==> config.mk <==
export PLATFORM = sky130hd
export DESIGN_NAME = i2c_bus_monitor
export DESIGN_NICKNAME = d
export VERILOG_FILES = /design/src/rtl/core/i2cmon_pkg.sv /design/src/rtl/core/i2cmon_filter.sv /design/src/rtl/core/i2cmon_proto.sv /design/src/rtl/core/i2c_bus_monitor.sv
export SDC_FILE = /design/constraint.sdc
export NUM_CORES = 1
export LEC_CHECK = 0
export ABC_AREA = 1
export BUFFER_PORTS_ARGS = -buffer_cell sky130_fd_sc_hd__buf_2
export CORE_MARGIN = 5
export CORE_UTILIZATION = 66
export CTS_CLUSTER_DIAMETER = 200
export DETAILED_ROUTE_END_ITERATION = 16
export PLACE_DENSITY_LB_ADDON = 0.08
export SLEW_MARGIN = 20
export SYNTH_ARGS = -nofsm -noshare
export SYNTH_HDL_FRONTEND = slang
export SYNTH_SLANG_ARGS = --single-unit
==> constraint.sdc <==
create_clock -name clock -period 9.9 [get_ports clock]
set_clock_uncertainty 0.15 [all_clocks]
set_input_delay 0.99 -clock clock [delete_from_list [all_inputs] [get_ports clock]]
set_output_delay 0.99 -clock clock [all_outputs]
set_load 0.02 [all_outputs]
==> src/rtl/core/i2cmon_pkg.sv <==
// Shared types and constants for the I2C bus monitor.
// No dependencies; imported by the filter, protocol and top-level modules.

package i2cmon_pkg;

   // Event codes carried on rsp_event_kind
   localparam logic [2:0] EV_START   = 3'd0;
   localparam logic [2:0] EV_RESTART = 3'd1;
   localparam logic [2:0] EV_STOP    = 3'd2;
   localparam logic [2:0] EV_ADDR    = 3'd3;
   localparam logic [2:0] EV_DATA    = 3'd4;

   // Fixed widths of the result fields
   localparam int OUT_TIME_W = 48;
   localparam int BYTE_W     = 8;
   localparam int BITCNT_W   = 4;
   localparam logic [BITCNT_W-1:0] BITS_PER_BYTE = 4'd8;

   // Filtered line status for one sample
   typedef struct packed {
      logic toggled;   // an edge was accepted on this sample
      logic level;     // stable level after this sample
   } line_state_type;

   // Decoded event, without the dates
   typedef struct packed {
      logic               valid;
      logic [2:0]         kind;
      logic [BYTE_W-1:0]  byte_value;
      logic               read_flag;
      logic               acked;
   } event_info_type;

endpackage

==> src/rtl/core/i2cmon_filter.sv <==
// Glitch filter for one bus line: keeps the stable level and the run of
// differing samples, and dates an accepted edge at its first sample.
// Depends on i2cmon_pkg.

module i2cmon_filter #(
   parameter int TIME_WIDTH   = 48,
   parameter int FILTER_WIDTH = 16
) (
   input  logic                       clock,
   input  logic                       reset,
   input  logic                       step,
   input  logic                       primed,
   input  logic                       raw,
   input  logic [FILTER_WIDTH-1:0]    min_pulse,
   input  logic [TIME_WIDTH-1:0]      sample_count,
   output i2cmon_pkg::line_state_type line_out,
   output logic [TIME_WIDTH-1:0]      edge_date
);
   import i2cmon_pkg::*;

   localparam int RUN_W  = FILTER_WIDTH + 1;
   localparam int DIFF_W = (TIME_WIDTH > RUN_W) ? TIME_WIDTH : RUN_W;

   logic             stable_ff, stable_in;
   logic [RUN_W-1:0] run_ff, run_in;
   logic             toggled;
   logic [DIFF_W-1:0] diff;

   // Next stable level and run length
   always_comb begin
      stable_in = stable_ff;
      run_in    = run_ff;
      toggled   = 1'b0;
      if (!primed) begin
         stable_in = raw;
         run_in    = '0;
      end else if (raw == stable_ff) begin
         run_in = '0;
      end else if (run_ff >= RUN_W'(min_pulse)) begin
         toggled   = 1'b1;
         stable_in = raw;
         run_in    = '0;
      end else begin
         run_in = run_ff + RUN_W'(1);
      end
   end

   // Edge is dated at its first differing sample, modulo the time width
   assign diff      = DIFF_W'(sample_count) - DIFF_W'(run_ff);
   assign edge_date = diff[TIME_WIDTH-1:0];

   assign line_out.toggled = toggled;
   assign line_out.level   = stable_in;

   always_ff @(posedge clock) begin
      if (reset) begin
         run_ff <= '0;
      end else if (step) begin
         run_ff <= run_in;
      end
   end

   // Stable level is taken from the first sample, no reset value needed
   always_ff @(posedge clock) begin
      if (step) begin
         stable_ff <= stable_in;
      end
   end

endmodule

==> src/rtl/core/i2cmon_proto.sv <==
// I2C protocol decoder: start, restart and stop detection, bit shifting
// and byte framing on the filtered line edges. Depends on i2cmon_pkg.

module i2cmon_proto #(
   parameter int TIME_WIDTH = 48
) (
   input  logic                       clock,
   input  logic                       reset,
   input  logic                       step,
   input  i2cmon_pkg::line_state_type scl,
   input  i2cmon_pkg::line_state_type sda,
   input  logic [TIME_WIDTH-1:0]      scl_date,
   input  logic [TIME_WIDTH-1:0]      sda_date,
   output i2cmon_pkg::event_info_type info,
   output logic [TIME_WIDTH-1:0]      first_date,
   output logic [TIME_WIDTH-1:0]      last_date
);
   import i2cmon_pkg::*;

   logic                start_seen_ff, start_seen_in;
   logic                stop_seen_ff, stop_seen_in;
   logic                first_byte_ff, first_byte_in;
   logic [BITCNT_W-1:0] bit_count_ff, bit_count_in;
   logic [BYTE_W-1:0]   shift_ff, shift_in;
   logic [TIME_WIDTH-1:0] frame_start_ff, frame_start_in;

   logic is_start, is_stop, is_bit;

   // Conditions judged on the post-edge levels
   assign is_start = !scl.toggled && scl.level && sda.toggled && !sda.level;
   assign is_stop  = !scl.toggled && scl.level && sda.toggled && sda.level
                     && start_seen_ff;
   assign is_bit   = scl.toggled && scl.level && start_seen_ff;

   always_comb begin
      start_seen_in  = start_seen_ff;
      stop_seen_in   = stop_seen_ff;
      first_byte_in  = first_byte_ff;
      bit_count_in   = bit_count_ff;
      shift_in       = shift_ff;
      frame_start_in = frame_start_ff;
      info           = '0;
      first_date     = sda_date;
      last_date      = sda_date;
      if (is_start) begin
         // start or restart; a partial byte is dropped
         info.valid    = 1'b1;
         info.kind     = stop_seen_ff ? EV_START : EV_RESTART;
         bit_count_in  = '0;
         shift_in      = '0;
         first_byte_in = 1'b1;
         start_seen_in = 1'b1;
         stop_seen_in  = 1'b0;
      end else if (is_stop) begin
         info.valid    = 1'b1;
         info.kind     = EV_STOP;
         start_seen_in = 1'b0;
         stop_seen_in  = 1'b1;
      end else if (is_bit) begin
         if (bit_count_ff == '0) begin
            frame_start_in = scl_date;
         end
         if (bit_count_ff < BITS_PER_BYTE) begin
            bit_count_in = bit_count_ff + BITCNT_W'(1);
            shift_in     = {shift_ff[BYTE_W-2:0], sda.level};
         end else begin
            // ninth bit: acknowledge
            info.valid      = 1'b1;
            info.kind       = first_byte_ff ? EV_ADDR : EV_DATA;
            info.byte_value = shift_ff;
            info.read_flag  = first_byte_ff & shift_ff[0];
            info.acked      = !sda.level;
            first_date      = frame_start_ff;
            last_date       = scl_date;
            first_byte_in   = 1'b0;
            bit_count_in    = '0;
            shift_in        = '0;
         end
      end
   end

   always_ff @(posedge clock) begin
      if (reset) begin
         start_seen_ff  <= 1'b0;
         stop_seen_ff   <= 1'b1;
         first_byte_ff  <= 1'b1;
         bit_count_ff   <= '0;
         shift_ff       <= '0;
         frame_start_ff <= '0;
      end else if (step) begin
         start_seen_ff  <= start_seen_in;
         stop_seen_ff   <= stop_seen_in;
         first_byte_ff  <= first_byte_in;
         bit_count_ff   <= bit_count_in;
         shift_ff       <= shift_in;
         frame_start_ff <= frame_start_in;
      end
   end

   // Bit counter never runs past the ack bit
   a_bitcnt_range: assert property (@(posedge clock) disable iff (reset)
      bit_count_ff <= BITS_PER_BYTE)
      else $error("bit counter out of range");

   // Start and stop flags are never both set
   a_start_stop_excl: assert property (@(posedge clock) disable iff (reset)
      !(start_seen_ff && stop_seen_ff))
      else $error("start and stop flags both set");

   // A byte result always follows at least one start
   a_byte_after_start: assert property (@(posedge clock) disable iff (reset)
      (step && info.valid && (info.kind == EV_ADDR || info.kind == EV_DATA))
      |-> start_seen_ff)
      else $error("byte reported outside a transfer");

endmodule

==> src/rtl/core/i2c_bus_monitor.sv <==
// Passive I2C bus monitor: one SCL/SDA sample per request, with a
// per-line glitch filter and a decoder for start, restart, stop and bytes.
// Depends on i2cmon_pkg, i2cmon_filter and i2cmon_proto.
//
// Each accepted request is one bus sample. A request is taken every clock
// unless a result is waiting under rsp_stall with a sample held behind it.
// A sample passes an input register, then the filters and decoder update
// their state and any event lands in the result register, which drives
// rsp_valid. Edges shorter than or equal to csr_min_pulse_samples samples
// are dropped; accepted edges are dated at their first sample, so events
// appear min_pulse_samples samples after the date they carry. The very
// first sample after reset only primes the line levels. Dates count
// samples modulo 2^TIME_WIDTH. The user must write the register only
// while the monitor is idle; the block itself does not enforce this.

module i2c_bus_monitor #(
   parameter int TIME_WIDTH   = 48,
   parameter int FILTER_WIDTH = 16
) (
   input  logic                    clock,
   input  logic                    reset,
   // sample requests
   input  logic                    req_valid,
   output logic                    req_stall,
   input  logic                    req_scl_level,
   input  logic                    req_sda_level,
   // events
   output logic                    rsp_valid,
   input  logic                    rsp_stall,
   output logic [2:0]              rsp_event_kind,
   output logic [7:0]              rsp_byte_value,
   output logic                    rsp_read_flag,
   output logic                    rsp_acked,
   output logic [47:0]             rsp_first_sample,
   output logic [47:0]             rsp_last_sample,
   // configuration
   input  logic                    csr_valid,
   output logic                    csr_ready,
   input  logic [FILTER_WIDTH-1:0] csr_min_pulse_samples
);
   import i2cmon_pkg::*;

   localparam int EXT_W = (TIME_WIDTH > OUT_TIME_W) ? TIME_WIDTH : OUT_TIME_W;

   logic                    in_valid_ff, in_valid_in;
   logic                    in_scl_ff, in_sda_ff;
   logic                    primed_ff;
   logic [TIME_WIDTH-1:0]   sample_counter_ff;
   logic [FILTER_WIDTH-1:0] min_pulse_ff;
   logic                    out_valid_ff, out_valid_in;
   event_info_type          out_info_ff;
   logic [OUT_TIME_W-1:0]   out_first_ff, out_last_ff;

   logic                    step, req_take;
   line_state_type          scl_line, sda_line;
   logic [TIME_WIDTH-1:0]   scl_date, sda_date, first_date, last_date;
   event_info_type          info;
   logic [EXT_W-1:0]        first_ext, last_ext;

   // Handshake: the stage advances when the result register can take
   assign step      = in_valid_ff && (!out_valid_ff || !rsp_stall);
   assign req_stall = in_valid_ff && !step;
   assign req_take  = req_valid && !req_stall;
   assign csr_ready = 1'b1;

   assign in_valid_in  = req_take || (in_valid_ff && !step);
   assign out_valid_in = step ? info.valid : (out_valid_ff && rsp_stall);

   // Line filters
   i2cmon_filter #(
      .TIME_WIDTH   (TIME_WIDTH),
      .FILTER_WIDTH (FILTER_WIDTH)
   ) u_scl_filter (
      .clock        (clock),
      .reset        (reset),
      .step         (step),
      .primed       (primed_ff),
      .raw          (in_scl_ff),
      .min_pulse    (min_pulse_ff),
      .sample_count (sample_counter_ff),
      .line_out     (scl_line),
      .edge_date    (scl_date)
   );

   i2cmon_filter #(
      .TIME_WIDTH   (TIME_WIDTH),
      .FILTER_WIDTH (FILTER_WIDTH)
   ) u_sda_filter (
      .clock        (clock),
      .reset        (reset),
      .step         (step),
      .primed       (primed_ff),
      .raw          (in_sda_ff),
      .min_pulse    (min_pulse_ff),
      .sample_count (sample_counter_ff),
      .line_out     (sda_line),
      .edge_date    (sda_date)
   );

   // Bus protocol decoder
   i2cmon_proto #(
      .TIME_WIDTH (TIME_WIDTH)
   ) u_proto (
      .clock      (clock),
      .reset      (reset),
      .step       (step),
      .scl        (scl_line),
      .sda        (sda_line),
      .scl_date   (scl_date),
      .sda_date   (sda_date),
      .info       (info),
      .first_date (first_date),
      .last_date  (last_date)
   );

   // Dates onto the fixed 48-bit result fields
   assign first_ext = EXT_W'(first_date);
   assign last_ext  = EXT_W'(last_date);

   // Control registers
   always_ff @(posedge clock) begin
      if (reset) begin
         in_valid_ff       <= 1'b0;
         out_valid_ff      <= 1'b0;
         primed_ff         <= 1'b0;
         sample_counter_ff <= '0;
         min_pulse_ff      <= '0;
      end else begin
         in_valid_ff  <= in_valid_in;
         out_valid_ff <= out_valid_in;
         if (step) begin
            primed_ff         <= 1'b1;
            sample_counter_ff <= sample_counter_ff + TIME_WIDTH'(1);
         end
         if (csr_valid && csr_ready) begin
            min_pulse_ff <= csr_min_pulse_samples;
         end
      end
   end

   // Payload registers
   always_ff @(posedge clock) begin
      if (req_take) begin
         in_scl_ff <= req_scl_level;
         in_sda_ff <= req_sda_level;
      end
      if (step && info.valid) begin
         out_info_ff  <= info;
         out_first_ff <= first_ext[OUT_TIME_W-1:0];
         out_last_ff  <= last_ext[OUT_TIME_W-1:0];
      end
   end

   assign rsp_valid        = out_valid_ff;
   assign rsp_event_kind   = out_info_ff.kind;
   assign rsp_byte_value   = out_info_ff.byte_value;
   assign rsp_read_flag    = out_info_ff.read_flag;
   assign rsp_acked        = out_info_ff.acked;
   assign rsp_first_sample = out_first_ff;
   assign rsp_last_sample  = out_last_ff;

   // Stall toward the sampler only when a sample is held back
   a_stall_held: assert property (@(posedge clock) disable iff (reset)
      req_stall |-> (in_valid_ff && out_valid_ff && rsp_stall))
      else $error("request stalled without a blocked sample");

   // Sample counter advances once per processed sample
   a_counter_step: assert property (@(posedge clock) disable iff (reset)
      step |=> (sample_counter_ff == $past(sample_counter_ff) + TIME_WIDTH'(1)))
      else $error("sample counter did not advance");

   // The priming sample never yields an event
   a_prime_silent: assert property (@(posedge clock) disable iff (reset)
      (step && !primed_ff) |-> !info.valid)
      else $error("event on the priming sample");

   // Conditions carry one date and no byte
   a_cond_fields: assert property (@(posedge clock) disable iff (reset)
      (rsp_valid && (rsp_event_kind == EV_START || rsp_event_kind == EV_RESTART
       || rsp_event_kind == EV_STOP))
      |-> (rsp_byte_value == '0 && rsp_first_sample == rsp_last_sample))
      else $error("bus condition with byte payload");

endmodule

==> metrics.md, run 1 <==
| Metric | Value |
|---|---|
| Status | `complete, no violations` |
| Max-cap viol count | `0` |
| Number of remaining DRC errors | `0` |
| Path category of the worst min-delay check | `reg -> reg` |
| Slew of the pin with the lowest slew margin | `1.068 ns` |
| Largest cells by area after synthesis | `sky130_fd_sc_hd__edfxtp_1, sky130_fd_sc_hd__dfxtp_1, sky130_fd_sc_hd__nand2_1` |
| Cells along the critical path | `inv_1 -> ha_1 -> inv_1 -> a21oi_1 -> nand3_1 -> nand2_1 -> nand2_1 -> nand3_2 -> nand4_2 -> nor2_4 -> nand2_2 -> buf_4 -> inv_2 -> nand2_1 -> nand2_4 -> buf_4` |
| Number of distinct library cells after synthesis | `55` |
| Worst stage delay on the critical path | `0.81 ns` |
| Final weighted congestion in routability-driven placement | `1.009` |
| Post-DR vias/cell | `5.870` |
| Initial standard-cell utilization of the core | `67.41%` |
| Share of power burned in the clock network | `47.9%` |
| Worst Setup Start Kind | `flop` |
| Required time at the worst-slack endpoint | `9.91 ns` |
| Worst Setup Slack post-DPL | `5.570 ns` |
| Top cell type by total area after synthesis | `sky130_fd_sc_hd__edfxtp_1` |
| Port Buf Inserts | `133` |
| Count of endpoints failing setup in the final report | `0` |
| Remaining max-slew budget at the tightest pin | `28.80%` |
| Most frequent cell on the critical path | `sky130_fd_sc_hd__nand2_1` |
| Cell with the biggest individual delay on the critical path | `sky130_fd_sc_hd__buf_4` |
| Buffer depth of the longest clock path | `3` |
| Antenna diode instance count | `0` |
| Die footprint | `0.02817 mm2` |
| Sink count of the clock tree | `277` |
| Worst-skew pair later-pin latency | `0.55 ns` |
| Minimum clock period after layout | `4.495 ns` |
| Warnings from Yosys | `0` |
| Detail-routed net length per standard cell | `17.93 um` |
| Post-route ant nets | `0` |
| Pleak | `0.008316 uW` |
| H-tree levels | `1` |
| Gate count after technology mapping | `2240` |
| Std-Cell Rows | `57` |
| Data arrival time of the critical path | `4.51 ns` |
| Number of buffers inserted by hold repair at cts | `0` |
| Crit Path Category | `reg -> reg` |
| Overall via count from detail_route | `15760` |
| Hold Vio Cnt, Final | `0` |
| Part of the Yosys area used for sequential elements | `40.61%` |
| Maximum number of pins on one net before global-route repair | `83` |
| Antenna violations before repair | `0` |
| Average footprint of a synthesized cell | `7.340 um2` |
| Accumulated negative setup slack | `0 ns` |
| Design internal power | `2017 uW` |
| Drt pass-1 iters | `6` |
| Core region area | `0.02439 mm2` |
| Worst R2R Path Depth | `16` |
| Switching power | `586.5 uW` |
| Total gr overflow | `0` |
| Peak supply drop | `0.0001373 V` |
| Fill cell instance count of the final layout | `1885` |
| TritonCTS clock tree | `built` |
| WL final | `48140 um` |
| I/O pin cnt | `135` |
| Synthesized cell area | `0.01644 mm2` |
| Global-route usage over all layers | `33.06%` |
| Share of the clock period used by the worst path | `45.40%` |
| Worst Hold Depth | `2` |
| Layout cells sized above 1 | `10.25%` |
| Number of enable flip-flop cells after synthesis | `113` |
| Number of buffers added by the clock tree synthesis step | `28` |
| Part of the total power dissipated in sequential elements | `46.0%` |
| Total setup buffers inserted after CTS | `0` |
| Root buffer selected by CTS | `sky130_fd_sc_hd__clkbuf_16` |
| Post-Syn Nets | `2336` |
| Max Clock Freq | `0.2225 GHz` |
| Maximum fanout encountered on the critical timing path | `82` |
| Number of global-route vias before repair | `14980` |
| Stages on the worst setup path | `16` |
| Half-perimeter wire length after detailed placement | `35600 um` |
| PwrDens | `141.8 mW/mm2` |
| Setup repair after global routing missed its margin | `no` |
| Synth top area share | `20.64%` |
| Area delta synth->final | `11.70%` |
| Clock slew at reported path FFs | `0.07 ns` |
| Post-synthesis register bit count | `277` |
| Worst setup EP type | `flop` |
| Gate family responsible for the most delay along the worst path | `buffers and inverters` |
| Drt initial violations | `1861` |
| Leading register cell type out of synthesis | `sky130_fd_sc_hd__dfxtp_1` |
| Die height | `167.8 um` |
| Wire length of the first global-routing pass | `76310 um` |
| Number of gates given a new drive strength after cts | `0` |
| Final layout net count | `2435` |
| Die X-Extent | `167.8 um` |
| Logic gate share of total power | `6.0%` |
| Fraction of power spent switching nets | `22.53%` |
| Ys async rst share | `0%` |
| Max-slew violation count | `0` |
| Count of buffer and inverter cells on the critical path | `5` |
| Worst Slack Setup Final | `5.405 ns` |
[synth_stat cells (3+ instances only)]
master and n:
sky130_fd_sc_hd__nand4_1 30, sky130_fd_sc_hd__dfxtp_1 164, sky130_fd_sc_hd__nor2_2 3, sky130_fd_sc_hd__xor2_1 86
sky130_fd_sc_hd__inv_2 4, sky130_fd_sc_hd__buf_2 22, sky130_fd_sc_hd__xnor2_1 17, sky130_fd_sc_hd__nor3_2 3
sky130_fd_sc_hd__nand3b_1 3, sky130_fd_sc_hd__o211ai_1 4, sky130_fd_sc_hd__nor3_1 42, sky130_fd_sc_hd__inv_1 261
sky130_fd_sc_hd__buf_4 3, sky130_fd_sc_hd__nand2_2 6, sky130_fd_sc_hd__a211oi_1 11, sky130_fd_sc_hd__buf_6 3
sky130_fd_sc_hd__edfxtp_1 113, sky130_fd_sc_hd__nand2_4 4, sky130_fd_sc_hd__a21boi_1 3, sky130_fd_sc_hd__a31oi_1 5
sky130_fd_sc_hd__a21o_1 8, sky130_fd_sc_hd__a21oi_1 164, sky130_fd_sc_hd__nand2_1 494, sky130_fd_sc_hd__nor2_4 10
sky130_fd_sc_hd__ha_1 71, sky130_fd_sc_hd__o21ai_0 136, sky130_fd_sc_hd__nand3_2 9, sky130_fd_sc_hd__buf_1 4
sky130_fd_sc_hd__clkbuf_1 40, sky130_fd_sc_hd__nor4_1 18, sky130_fd_sc_hd__o21a_1 10, sky130_fd_sc_hd__nor2_1 364
sky130_fd_sc_hd__nand3_1 91, sky130_fd_sc_hd__o21ai_1 7
[state kept, by name, indices dropped and copies added, names as in the netlist]
register / flops
rsp_event_kind: 3
u_proto.start_seen_ff: 1
u_proto.frame_start_ff: 48
in_scl_ff: 1
sample_counter_ff: 48
rsp_valid: 1
u_scl_filter.stable_ff: 1
in_valid_ff: 1
u_proto.bit_count_ff: 4
rsp_last_sample: 48
in_sda_ff: 1
rsp_first_sample: 48
u_proto.stop_seen_ff: 1
u_scl_filter.run_ff: 17
rsp_byte_value: 8
u_proto.first_byte_ff: 1
u_proto.shift_ff: 8
rsp_read_flag: 1
min_pulse_ff: 16
u_sda_filter.run_ff: 17
rsp_acked: 1
primed_ff: 1
u_sda_filter.stable_ff: 1
[cells by family (layout without fill, tap and decap cells)]
group	after synthesis	after routing	share of synthesized area (%)
simple gates	1088	1088	28.35
compound gates	357	357	11.66
buf+inv	340	461	8.165
flops	277	277	40.61
xor+xnor	103	103	5.487
fa+ha+maj	73	73	5.646
other cells	1	1	0.02281
mux	1	1	0.06088
[worst paths after layout]
| path | from | end | slack, ns |
|---|---|---|---|
| hold / removal | u_proto.frame_start_ff[4] | u_proto.frame_start_ff[4] | 0.31 |
| hold reg to reg | u_proto.frame_start_ff[4] | u_proto.frame_start_ff[4] | 0.31 |
| setup reg to reg | u_scl_filter.run_ff[0] | rsp_last_sample[1] | 5.41 |
| setup / recovery | u_scl_filter.run_ff[0] | rsp_last_sample[1] | 5.41 |
[final cells by class]
class	instances	area [um2]	area share (%)
Multi-Input combinational cell	1623	8439	45.95
Clock buffer	31	733.2	3.992
Clock inverter	21	375.4	2.044
Inverter	267	1002	5.457
Tap cell	324	405.4	2.207
Timing Repair Buffer	142	733.2	3.992
Sequential cell	277	6676	36.35
[layer usage]
metal	vias up	track usage (%)	wire [um]	part of all wire, %
met5	-	0	0	0
met4	0	12.21	1842	3.8
li1	7470	-	-	-
met1	7273	45.07	19470	40
met2	895	53.91	21870	45
met3	123	4.807	4956	10
[stage by stage]
stage	power [uW]	hold WS [ns]	util [%]	cells	instance area [um2]
after floorplan	1330	0.2736	-	2240	16440
final	2604	0.3068	75.30	2685	18370
after detailed placement	1375	0.2950	70.75	2633	17260
after CTS	2604	0.3104	75.30	2685	18370
after global placement	1369	0.2857	70.75	2633	17260
after global routing	2679	0.3277	75.30	2685	18370
[placed cells by master, fill, tap and decap left out, types with 3 or more instances in the layout]
master,n
sky130_fd_sc_hd__nand4_1,30
sky130_fd_sc_hd__inv_1,260
sky130_fd_sc_hd__o21ai_1,7
sky130_fd_sc_hd__clkinv_1,3
sky130_fd_sc_hd__nor2_1,364
sky130_fd_sc_hd__o21ai_0,136
sky130_fd_sc_hd__xor2_1,86
sky130_fd_sc_hd__nor3_2,3
sky130_fd_sc_hd__xnor2_1,17
sky130_fd_sc_hd__bufinv_16,9
sky130_fd_sc_hd__nand3_2,9
sky130_fd_sc_hd__o21a_1,10
sky130_fd_sc_hd__buf_2,133
sky130_fd_sc_hd__buf_4,9
sky130_fd_sc_hd__a21oi_1,164
sky130_fd_sc_hd__nand2_2,7
sky130_fd_sc_hd__nor2_4,10
sky130_fd_sc_hd__nor2_2,3
sky130_fd_sc_hd__a21o_1,8
sky130_fd_sc_hd__dfxtp_1,164
sky130_fd_sc_hd__a31oi_1,5
sky130_fd_sc_hd__a21boi_1,3
sky130_fd_sc_hd__nand2_1,492
sky130_fd_sc_hd__nor3_1,42
sky130_fd_sc_hd__nand2_4,5
sky130_fd_sc_hd__a211oi_1,11
sky130_fd_sc_hd__inv_2,5
sky130_fd_sc_hd__nand3_1,91
sky130_fd_sc_hd__nor4_1,17
sky130_fd_sc_hd__clkbuf_16,29
sky130_fd_sc_hd__ha_1,71
sky130_fd_sc_hd__o211ai_1,4
sky130_fd_sc_hd__nand3b_1,3
sky130_fd_sc_hd__clkinv_4,5
sky130_fd_sc_hd__edfxtp_1,113
[power groups by stage]
stage | Clock [uW] | Combinational [uW] | Sequential [uW]
6_report | 1250 | 157 | 1200
5_1_grt | 1310 | 173 | 1200
4_1_cts | 1250 | 153 | 1200
3_5_place_dp | 0 | 151 | 1220
3_3_place_gp | 0 | 146 | 1220
2_1_floorplan | 0 | 108 | 1220
[tightest hold or removal path: cells and delay by family, from the launching register on]
kind,cells,cell delay [ns]
flip-flops,1,0.30
AO/OA/AOI/OAI,1,0.05
buffers and inverters,1,0.06
Power figures use the tool's default switching activity.
==> run 2, diff against run 1 <==
--- a/config.mk
+++ b/config.mk
@@ -8,7 +8,7 @@
 export ABC_AREA = 1
 export BUFFER_PORTS_ARGS = -buffer_cell sky130_fd_sc_hd__buf_2
 export CORE_MARGIN = 5
-export CORE_UTILIZATION = 66
+export CORE_UTILIZATION = 61
 export CTS_CLUSTER_DIAMETER = 200
 export DETAILED_ROUTE_END_ITERATION = 16
 export PLACE_DENSITY_LB_ADDON = 0.08
==> constraint.sdc (replaced) <==
create_clock -name clock -period 4.59 [get_ports clock]
set_clock_uncertainty 0.15 [all_clocks]
set_input_delay 0.459 -clock clock [delete_from_list [all_inputs] [get_ports clock]]
set_output_delay 0.459 -clock clock [all_outputs]
set_load 0.02 [all_outputs]
==> run 2 against run 1 <==
Register-to-register slack got worse by 4.4 ns. Non-clock buffer count rose by 8. Clock power rose by 110%. First-iteration DRC count fell by 15%. Setup slack got worse by 4.4 ns. Sequential power rose by 120%. Cell count rose by 1.1%. Global-route usage fell by 1.7 points.
==> metrics.md, run 2 (synthesis gave the netlist of run 1 again) <==
| Metric | Value |
|---|---|
| Drt initial violations | `1590` |
| Die height | `174.2 um` |
| I/O pin cnt | `135` |
| R2R Setup Slk | `1.00 ns` |
| Global-route usage over all layers | `31.35%` |
| Most common cell after layout, fill and taps aside | `sky130_fd_sc_hd__nand2_1` |
| Detail-routed net length per standard cell | `17.68 um` |
| WL final | `48000 um` |
| Data arrival time of the critical path | `3.66 ns` |
| Maximum number of pins on one net before global-route repair | `82` |
| Slew of the pin with the lowest slew margin | `1.057 ns` |
| Share of the clock period used by the worst path | `78.13%` |
| Crit Path Category | `reg -> reg` |
| Clock slew at reported path FFs | `0.06 ns` |
| Total gr overflow | `0` |
| Highest-count cells in the layout ignoring fill and taps | `sky130_fd_sc_hd__nand2_1, sky130_fd_sc_hd__nor2_1, sky130_fd_sc_hd__inv_1, sky130_fd_sc_hd__a21oi_1, sky130_fd_sc_hd__dfxtp_1` |
| Sum of met3 wire segment lengths after detailed routing | `3468 um` |
| Required time at the worst-slack endpoint | `4.66 ns` |
| Top layer used by detailed routing | `met4` |
| Wire length of the first global-routing pass | `77700 um` |
| Half-perimeter wire length after detailed placement | `36270 um` |
| Worst setup EP type | `flop` |
| Cells along the critical path | `ha_1 -> nand2_1 -> nor2_1 -> and2_1 -> nand3_1 -> nand4_1 -> nor2_1 -> nand2_1 -> nand2_1 -> nand2_2 -> nand2_1 -> nand2_1 -> nand2_4 -> buf_12` |
| Pleak | `0.008355 uW` |
| Sink count of the clock tree | `277` |
| Setup repair after global routing missed its margin | `no` |
| Fill cell instance count of the final layout | `2306` |
| Final weighted congestion in routability-driven placement | `0.9781` |
| Worst-skew pair later-pin latency | `0.57 ns` |
| Wire length on met1 | `21480 um` |
| Post-DR vias/cell | `5.673` |
| Die X-Extent | `174.2 um` |
| Hold Vio Cnt, Final | `0` |
| Post-route ant nets | `0` |
| Max-cap viol count | `0` |
| Combined flip-flop and latch cell area | `0.006676 mm2` |
| Worst R2R Path Depth | `14` |
| Worst Hold Depth | `3` |
| Area delta synth->final | `12.14%` |
| Count of endpoints failing setup in the final report | `0` |
| Antenna violations before repair | `0` |
| Layout cells sized above 1 | `10.45%` |
| Number of buffers added by the clock tree synthesis step | `30` |
| Minimum clock period after layout | `3.586 ns` |
| Worst stage delay on the critical path | `0.48 ns` |
| Cell with the biggest individual delay on the critical path | `sky130_fd_sc_hd__dfxtp_1` |
| Path category of the worst min-delay check | `in -> reg` |
| PwrDens | `301.4 mW/mm2` |
| TritonCTS clock tree | `built` |
| Buffer depth of the longest clock path | `3` |
| Root buffer selected by CTS | `sky130_fd_sc_hd__clkbuf_16` |
| Peak supply drop | `0.0003472 V` |
| Core region area | `0.02673 mm2` |
| Port Buf Inserts | `133` |
| Max Clock Freq | `0.2789 GHz` |
| Final layout net count | `2445` |
| Number of remaining DRC errors | `0` |
| Maximum fanout encountered on the critical timing path | `59` |
| Most frequent cell on the critical path | `sky130_fd_sc_hd__nand2_1` |
| Multi-input gate area in the final layout | `0.008439 mm2` |
| Remaining max-slew budget at the tightest pin | `29.50%` |
| Max-slew violation count | `0` |
| Antenna diode instance count | `0` |
| Routed wire length on met2 | `21520 um` |
| Die footprint | `0.03034 mm2` |
| Worst Setup Start Kind | `flop` |
| Number of global-route vias before repair | `14850` |
| Overall via count from detail_route | `15400` |
| Drt pass-1 iters | `6` |
| Initial standard-cell utilization of the core | `61.52%` |
| H-tree levels | `1` |
| Hold slack | `0.02804 ns` |
| Accumulated negative setup slack | `0 ns` |
| Std-Cell Rows | `60` |
| Status | `complete, no violations` |
==> run 2: layer usage <==
| layer | vias to the layer above | GRT usage [%] |
|---|---|---|
| met2 | 670 | 50.28 |
| met3 | 99 | 4.415 |
| met1 | 7120 | 44.14 |
| met5 | - | 0 |
| li1 | 7508 | - |
| met4 | 0 | 10.10 |
==> run 2: path summary, 6_finish.rpt <==
check,end,start
worst max-delay path,rsp_first_sample[5],u_sda_filter.run_ff[1]
worst min-delay path,min_pulse_ff[15],csr_min_pulse_samples[15]
worst max register to register,rsp_first_sample[5],u_sda_filter.run_ff[1]
worst min register to register,u_proto.frame_start_ff[3],u_proto.frame_start_ff[3]
==> run 2: cell type report <==
| type | count | area share, % |
|---|---|---|
| tap | 341 | 2.314 |
| sequential | 277 | 36.21 |
| multi-input combinational | 1623 | 45.77 |
| timing repair buffer | 150 | 4.424 |
| clock inverter | 20 | 1.432 |
| clock buffer | 36 | 4.417 |
| inverter | 267 | 5.435 |
==> run 2: repair_timing <==
item	4_1_cts	5_1_grt
setup endpoints to repair	0	0
endpoints found under the hold margin	4	0
hold buffers	4	0
gates resized for setup	0	0
buffers inserted	0	0
==> run 2: worst max-delay path: cells and delay by family (launching register included) <==
kind	cells	cell delay (ns)
buffers and inverters	1	0.35
AND/OR/NAND/NOR	12	1.87
adder cells (fa/ha/maj)	1	0.30
flip-flops	1	0.48
==> run 2: power breakdown <==
part | internal, uW | switching, uW | total, uW
registers | 2580 | 9.88 | 2590
logic | 103 | 238 | 342
clock network | 1600 | 1030 | 2630
==> run 2: stage by stage <==
stage | utilization [%] | power, uW | cells | worst slack, ns | instance area (um2)
floorplan | - | 2869 | 2240 | 0.9693 | 16440
global placement | 64.81 | 2964 | 2654 | 1.094 | 17320
detailed placement | 64.81 | 2971 | 2654 | 1.069 | 17320
CTS | 68.99 | 5575 | 2714 | 1.060 | 18440
global route | 68.99 | 5734 | 2714 | 0.5810 | 18440
finish | 68.99 | 5558 | 2714 | 1.004 | 18440
